`config.mk`:
```
export PLATFORM = sky130hd
export DESIGN_NAME = kmv_update
export DESIGN_NICKNAME = d
export VERILOG_FILES = /design/src/kmv_pkg.sv /design/src/kmv_update.sv
export SDC_FILE = /design/constraint.sdc
export NUM_CORES = 1
export LEC_CHECK = 0
export BUFFER_PORTS_ARGS = -buffer_cell sky130_fd_sc_hd__buf_2
export CORE_ASPECT_RATIO = 0.6
export CORE_MARGIN = 5
export CORE_UTILIZATION = 35
export DETAILED_ROUTE_END_ITERATION = 6
export PLACE_DENSITY = 0.7
export SETUP_SLACK_MARGIN = 0.05
export SLEW_MARGIN = 20
export SYNTH_ARGS = -nofsm -noshare
export SYNTH_HDL_FRONTEND = slang
export SYNTH_SLANG_ARGS = --single-unit
```
`constraint.sdc`:
```
create_clock -name vclk -period 7.77
set_clock_uncertainty 0.15 [all_clocks]
set_input_delay 1.554 -clock vclk [all_inputs]
set_output_delay 1.554 -clock vclk [all_outputs]
set_load 0.005 [all_outputs]
```
`src/kmv_pkg.sv`:
```
`default_nettype none
// ----------------------------------------------------------------------------
// kmv_pkg
// Shared field widths, reset values and the update-stage control word.
// ----------------------------------------------------------------------------
package kmv_pkg;

  localparam int WEIGHT_BITS     = 16;
  localparam int ITEM_VALUE_BITS = 16;
  localparam int CAP_BITS        = 10;
  localparam int RESULT_BITS     = 32;

  localparam logic [CAP_BITS-1:0] CAP_RESET = 10'd1023;

  // control flags that travel with one row entry into the update stage
  typedef struct packed {
    logic valid;    // entry read last cycle, write it back now
    logic fit;      // item weight <= capacity index of this entry
    logic clear;    // last item of the set: write zero after the update
    logic capture;  // entry at full capacity of a last item: take result
  } kmv_ctrl_t;

endpackage
`default_nettype wire

```
`src/kmv_update.sv`:
```
`default_nettype none
// ----------------------------------------------------------------------------
// kmv_update
// Per-entry update: best of keeping the entry or taking the item on top of
// the entry one weight lower, with saturation at the top of the value range.
// ----------------------------------------------------------------------------
module kmv_update #(
  parameter int VALUE_BITS = 32
) (
  input  kmv_pkg::kmv_ctrl_t                      ctrl,
  input  wire [kmv_pkg::ITEM_VALUE_BITS-1:0]      item_value,
  input  wire [VALUE_BITS-1:0]                    old_entry,
  input  wire [VALUE_BITS-1:0]                    src_entry,
  output logic [VALUE_BITS-1:0]                   upd_entry,
  output logic [VALUE_BITS-1:0]                   wr_data
);
  import kmv_pkg::*;

  localparam int SUM_BITS = ((VALUE_BITS > ITEM_VALUE_BITS) ? VALUE_BITS : ITEM_VALUE_BITS) + 1;
  localparam int TOP_BITS = (VALUE_BITS < RESULT_BITS) ? VALUE_BITS : RESULT_BITS;
  localparam logic [SUM_BITS-1:0] TOP = SUM_BITS'((65'd1 << TOP_BITS) - 65'd1);

  logic [SUM_BITS-1:0]   sum;
  logic [SUM_BITS-1:0]   sum_sat;
  logic [VALUE_BITS-1:0] cand;

  always_comb begin
    sum     = SUM_BITS'(src_entry) + SUM_BITS'(item_value);
    sum_sat = (sum > TOP) ? TOP : sum;
    cand    = VALUE_BITS'(sum_sat);
    upd_entry = (ctrl.fit && (cand > old_entry)) ? cand : old_entry;
    wr_data   = ctrl.clear ? '0 : upd_entry;
  end

endmodule
`default_nettype wire
```
Yosys cells after proc, flatten, opt, wreduce, memory -nomap -nowiden. Index checks and enable logic that the tools add are counted.

Add/subtract/negate cells: 1. Magnitude comparators: 2. Multiplexer cells: 3. Reduce and logical (&&, ||, !) cells: 1.

Operators with widths (count): $mux 32 (3); $add 32x16->33 (1); $gt 33x32->1 const B (1); $gt 32x32->1 (1); $logic_and 1x1->1 (1).

Bits in registers: 0. Output and inout port bits: 64. Word-level logic and storage cells: 7.

Logic depth before layout (Yosys ltp). Gate-level depths: netlist (run 1).

Depth after elaboration: 7. Mapped depth: 22.

Worst setup path before layout (run 1). OpenSTA, ideal clock, no wires.

Path kind: input to output. Start: input item_value[0] in the netlist's numbering. End: output wr_data[11]. Data arrival time: 5490 ps. Required time: 6066 ps. Slack: 576 ps. Stages: 21. Path through: ha_1 inv_1 fa_1 nand2b_1 a21oi_1 o21bai_1 and3_4 buf_6 nor4_4 mux2i_1 inv_1 ha_1 and4_1 and2_4 a221oi_2 a21oi_1 or2_1 buf_4 buf_12 mux2_4 and2_1.

Cells in the longest elaborated chain, start to end: 7.

Ends and longest elaborated chain: start: declaration (line kmv_update.sv:11) `input wire [kmv_pkg::ITEM_VALUE_BITS-1:0] item_value,`; $add 32x16->33 (*) (line kmv_update.sv:28) `sum = SUM_BITS'(src_entry) + SUM_BITS'(item_value);`; $gt 33x32->1 (line kmv_update.sv:29) `sum_sat = (sum > TOP) ? TOP : sum;`; $mux 32 (*) (line kmv_update.sv:29); $gt 32x32->1 (line kmv_update.sv:31) `upd_entry = (ctrl.fit && (cand > old_entry)) ? cand : old_entry;`; $logic_and 1x1->1 (line kmv_update.sv:31); $mux 32 (*) (line kmv_update.sv:31); net upd_entry[11] (line kmv_update.sv:14) `output logic [VALUE_BITS-1:0] upd_entry,`; $mux 32 (*) (line kmv_update.sv:32) `wr_data = ctrl.clear ? '0 : upd_entry;`; end: declaration (line kmv_update.sv:15) `output logic [VALUE_BITS-1:0] wr_data`.

The timed path passes the listed nets; every way through them passes the cells marked *.

Worst setup path after layout (run 1).
Start: input item_value[0] in the netlist's numbering. End: output wr_data[3].

Cells in the longest elaborated chain, start to end: 7.

Ends and longest elaborated chain (line): $add 32x16->33 (*) (kmv_update.sv:28); $gt 33x32->1 (kmv_update.sv:29); $mux 32 (*) (kmv_update.sv:29); $gt 32x32->1 (kmv_update.sv:31); $logic_and 1x1->1 (kmv_update.sv:31); $mux 32 (*) (kmv_update.sv:31); $mux 32 (*) (kmv_update.sv:32).

Mark *: on every way between the ends. The rest lies on a longest branch, timed or not.

==> metrics.yaml, run 1 <==
grt_pass1_vias: 3521
cp_max_fo: 15
ant_nets: 0
gr-usage-met2_pct: 31.53
period_share_pct: 96.77
hp-start: "old_entry[24]"
grt_setup_unrepaired: "false"
fin_crit_ns: 7.519
max_freq_mhz: 133.0
setup_viol_count_final: 0
required_ns: 6.07
netlist_area_mm2: 0.003078
worstSetupPathType: "in -> out"
drive_gt1_share_pct: 37.29
area_delta_synth_final_pct: 30.98
num-clock-buffers: 0
grt_max_degree: 23
syn_inst: 438
use_met3_pct: 2.763
nNetsFinal: 717
core_area_mm2: 0.008556
final-seq-area_um2: 0
wire_per_inst_um: 16.40
dp_hpwl_um: 9935
status: "completed"
whs_path_depth: 4
worst_slew_pin_slew_ns: 0.5092
portBuffers: 146
met1_usage_pct: 28.88
design_area_mm2: 0.004031
synth_cell_types: 66
avgSynthCellArea_um2: 7.027
viasPerCell: 5.512
top_usage_layer: "met2"
die_w_um: 131.1
cp.depth: 21
crit_path_end_kind: "primary output"
slew_headroom_pct: 66.05
start_kind: "primary input"
antenna_found_initial: 0
syn_nets: 571
routed-via-count: 3831
drc: 0
final_common_cell: "buf_2"
final_cell_mix: "buf_2, nand2_1, ha_1, a21oi_1, inv_1"
fill_cells: 898
finalWirelength_um: 11400
leakage_nw: 2.094
drv_slew: 0
io_pins: 148
grt_pass1_wl_um: 17340
chipHeight_um: 82.64
ys_warn_count: 0
maxCapViolCount: 0
path_cells: "buf_2 > ha_1 > inv_1 > fa_1 > nand2b_4 > a21oi_2 > o21bai_1 > and3_4 > buf_4 > nor2_1 > nor2_1 > ha_1 > nor2b_1 > o211ai_1 > a2111o_1 > a311oi_2 > or2_4 > buf_12 > mux2_2 > and2_1 > buf_2"
min_path_type: "in -> out"
tns_ns: 0
worst_ir_drop_vdd_uv: 37.64
path_buf_inv: 5
seq_cells: 0
place_area_mm2: 0.003925
drt-initial-drc-count: 299
ys_seq_area_share_pct: 0
arrival_ns: 5.82
finalHoldViolCount: 0
grt.total_usage_pct: 19.58
gp_congestion: 0.9559
drt_pass1_iterations: 5
path_delay_family: "simple AND/OR/NAND/NOR gates"
critical_path.max_stage_delay_ns: 0.42
start_util_pct: 35.98
num_rows: 26
power_density_mw_per_mm2: 80.96
die_area_mm2: 0.01083
gr-total-overflow: 0
critical-path-slowest-cell: "fa_1"
min_to: "upd_entry[24]"
-- synthesized netlist by cell type, types with 3 or more instances --
| master | count | area, um2 |
|---|---|---|
| a211oi_1 | 12 | 90.09 |
| a211oi_2 | 3 | 37.54 |
| a21o_1 | 5 | 37.54 |
| a21oi_1 | 42 | 210.2 |
| a31oi_1 | 10 | 62.56 |
| and2_1 | 17 | 106.4 |
| and3_1 | 4 | 25.02 |
| and4_1 | 6 | 52.55 |
| buf_2 | 4 | 20.02 |
| buf_6 | 6 | 67.56 |
| clkbuf_1 | 5 | 18.77 |
| ha_1 | 48 | 600.6 |
| inv_1 | 39 | 146.4 |
| mux2_2 | 5 | 56.30 |
| mux2_4 | 7 | 105.1 |
| nand2_1 | 52 | 195.2 |
| nand2b_1 | 4 | 25.02 |
| nand3_1 | 11 | 55.05 |
| nand4_1 | 12 | 75.07 |
| nor2_1 | 27 | 101.4 |
| nor3_4 | 3 | 48.80 |
| nor4_1 | 4 | 25.02 |
| o211ai_1 | 4 | 30.03 |
| o21ai_0 | 19 | 95.09 |
| o21ai_1 | 11 | 55.05 |
| o21bai_1 | 5 | 37.54 |
| or2_2 | 4 | 25.02 |
| xnor2_1 | 5 | 43.79 |
| xor2_1 | 16 | 140.1 |
-- worst max-delay path by stage --
stage                   to           from  slack (ns)
6_report        wr_data[3]  item_value[0]        0.25
5_1_grt         wr_data[1]  item_value[0]        0.07
4_1_cts         wr_data[1]  item_value[0]        0.06
3_5_place_dp    wr_data[1]  item_value[0]        0.04
3_3_place_gp    wr_data[2]  item_value[0]        0.13
2_1_floorplan  wr_data[11]  item_value[0]        0.58
-- tightest hold or removal path, delay by kind of cell --
| family | cells | cell delay [ns] |
|---|---|---|
| buf+inv | 2 | 0.19 |
| simple gates | 2 | 0.12 |
-- cell type report --
class                           instances  area (um2)  area share [%]
Tap cell                              112       140.1           3.476
Antenna cell                            1       2.502         0.06207
Timing Repair Buffer                  164       890.9           22.10
Inverter                               39       146.4           3.631
Multi-Input combinational cell        379        2851           70.73
-- kinds of logic after synthesis --
logic type	synth area share (%)
adders and majority gates	20.16
buffers and inverters	10.00
and+or+nand+nor	28.09
AOI/OAI and AO/OA	30.20
muxes	5.569
xor gates and xnor gates	5.975
-- per-layer routing --
metal,vias up,share of wire [%]
met3,12,9.3
met4,0,0.66
met1,1763,47
met2,154,43
met5,-,0
li1,1902,-
-- stage by stage --
| step | std cells | power, mW | hold WS, ns | setup WS [ns] | utilization [%] |
|---|---|---|---|---|---|
| floorplan | 438 | 0.1998 | 3.062 | 0.5761 | - |
| CTS | 692 | 0.3167 | 3.263 | 0.06483 | 46.02 |
| global route | 694 | 0.3612 | 3.288 | 0.07294 | 47.09 |
| finish | 695 | 0.3264 | 3.261 | 0.2506 | 47.12 |
| global placement | 691 | 0.3053 | 3.255 | 0.1328 | 45.88 |
| detailed placement | 691 | 0.3138 | 3.263 | 0.04102 | 45.88 |
-- report_power, final --
part,internal [mW],total [mW],switching [mW],leakage [nW]
clock,0.0000000172,0.0000000172,0,0.00000634
sequential,0,0,0,0
combinational,0.144,0.326,0.182,2.09
total,0.144,0.326,0.182,2.09
-- repair_timing --
| action | CTS | global route |
|---|---|---|
| endpoints found under the hold margin | 0 | 0 |
| gates cloned | 0 | 0 |
| setup buffers | 1 | 2 |
| setup endpoints to repair | 8 | 57 |
| hold buffers | 0 | 0 |
| pin swaps | 0 | 5 |
| resized for setup | 2 | 14 |
No activity file was read; power rests on OpenSTA's default activity.
==> run 2, diff against run 1 <==
Settings changed: ABC_CLOCK_PERIOD_IN_PS from default to 7770, PLACE_DENSITY 0.7 to default, PLACE_DENSITY_LB_ADDON from default to 0.12.
==> run 2 against run 1 <==
Net effect: wire length shrank 3.7%; first-iteration DRC count shrank 36%; hold slack gained 0.0042 ns; global-route usage shrank 0.84 points; non-clock buffer count shrank 1.
==> metrics.yaml, run 2 (synthesis gave the netlist of run 1 again) <==
grt_pass1_vias: 3431
final_common_cell: "buf_2"
required_ns: 6.07
ant_nets: 0
maxCapViolCount: 0
drive_gt1_share_pct: 36.66
drv_slew: 0
worstSetupPathType: "in -> out"
gr-total-overflow: 0
leakage_nw: 2.083
gp_congestion: 0.8768
core_area_mm2: 0.008556
max_freq_mhz: 132.8
grt_pass1_wl_um: 16590
cts_hold_buffers: 0
power_density_mw_per_mm2: 79.91
whs_ns: 3.265
start_util_pct: 35.98
grt_max_degree: 23
period_share_pct: 96.92
chipHeight_um: 82.64
tns_ns: 0
routed-via-count: 3700
diodes: 0
final_cell_mix: "buf_2, nand2_1, ha_1, a21oi_1, inv_1"
num_rows: 26
final-seq-area_um2: 0
grt_setup_unrepaired: "false"
start_kind: "primary input"
arrival_ns: 5.83
io_pins: 148
drt-initial-drc-count: 190
nNetsFinal: 716
whs_path_depth: 4
dp_hpwl_um: 9507
seq_cells: 0
drt_pass1_iterations: 5
antenna_found_initial: 0
die_w_um: 131.1
drc: 0
viasPerCell: 5.339
finalHoldViolCount: 0
min_path_type: "in -> out"
cp_max_fo: 11
worst_slew_pin_slew_ns: 0.5407
num-clock-buffers: 0
fin_crit_ns: 7.531
hp-start: "old_entry[26]"
area_delta_synth_final_pct: 29.55
grt.total_usage_pct: 18.74
setup_viol_count_final: 0
finalWirelength_um: 10970
min_to: "upd_entry[26]"
wire_per_inst_um: 15.83
slew_headroom_pct: 63.48
status: "completed"
die_area_mm2: 0.01083
worst_ir_drop_vdd_uv: 31.48
portBuffers: 146
crit_path_end_kind: "primary output"
run 2: worst max-delay path by stage:
stage                   start     endpoint  depth (start not counted)
3_5_place_dp    item_value[0]   wr_data[4]                         21
2_1_floorplan   item_value[0]  wr_data[11]                         21
6_report       item_value[12]   wr_data[4]                         21
3_3_place_gp    item_value[0]   wr_data[1]                         21
4_1_cts         item_value[0]   wr_data[4]                         21
5_1_grt         item_value[0]   wr_data[3]                         21
run 2: final cells by class:
cell class	instances	area [um2]
well taps	112	140.1
repair buffers	163	870.8
multi-input cells	379	2830
fillers	938	4568
inverters	39	146.4
run 2: where the power goes:
| group | switching [mW] | internal (mW) |
|---|---|---|
| sequential | 0 | 0 |
| clock | 0 | 0 |
| combinational | 0.177 | 0.142 |
| total | 0.177 | 0.142 |
run 2: repair_timing:
action / 4_1_cts / 5_1_grt
pin swaps: 0 / 2
resized for setup: 2 / 9
cloned: 0 / 0
setup buffers: 0 / 4
setup endpoints to repair: 11 / 53
run 2: worst max-delay path: stages:
cell and delay (ns):
buf_2 0.10, ha_1 0.39, a21oi_1 0.33, o21ai_2 0.18, a2111oi_4 0.39, nor3b_2 0.07, buf_4 0.17, buf_4 0.14
nand4_1 0.09, xor2_1 0.32, nand2_1 0.10, ha_1 0.30, nand4_1 0.11, nor2_1 0.07, a31o_2 0.25, a311oi_2 0.26
or2_4 0.18, buf_4 0.18, mux2_2 0.36, and2_1 0.15, buf_2 0.12
run 2: per-layer routing:
metal	vias up	GRT usage (%)	routed length [um]
met2	103	28.49	4504
met3	8	0.8355	606
met5	-	0	0
met1	1691	29.64	5792
li1	1898	-	-
met4	0	1.848	68
run 2: stage by stage:
stage                     worst slack, ns  utilization (%)  instance area, um2  total power [mW]  cells
after floorplan                    0.5761                -                3078            0.1998    438
after global placement            0.09075            45.55                3897            0.3038    689
after detailed placement          0.01273            45.55                3897            0.3080    689
after CTS                         0.06781            45.67                3908            0.3106    689
after global routing              0.04283            46.61                3988            0.3535    693
final                              0.2391            46.61                3988            0.3186    693
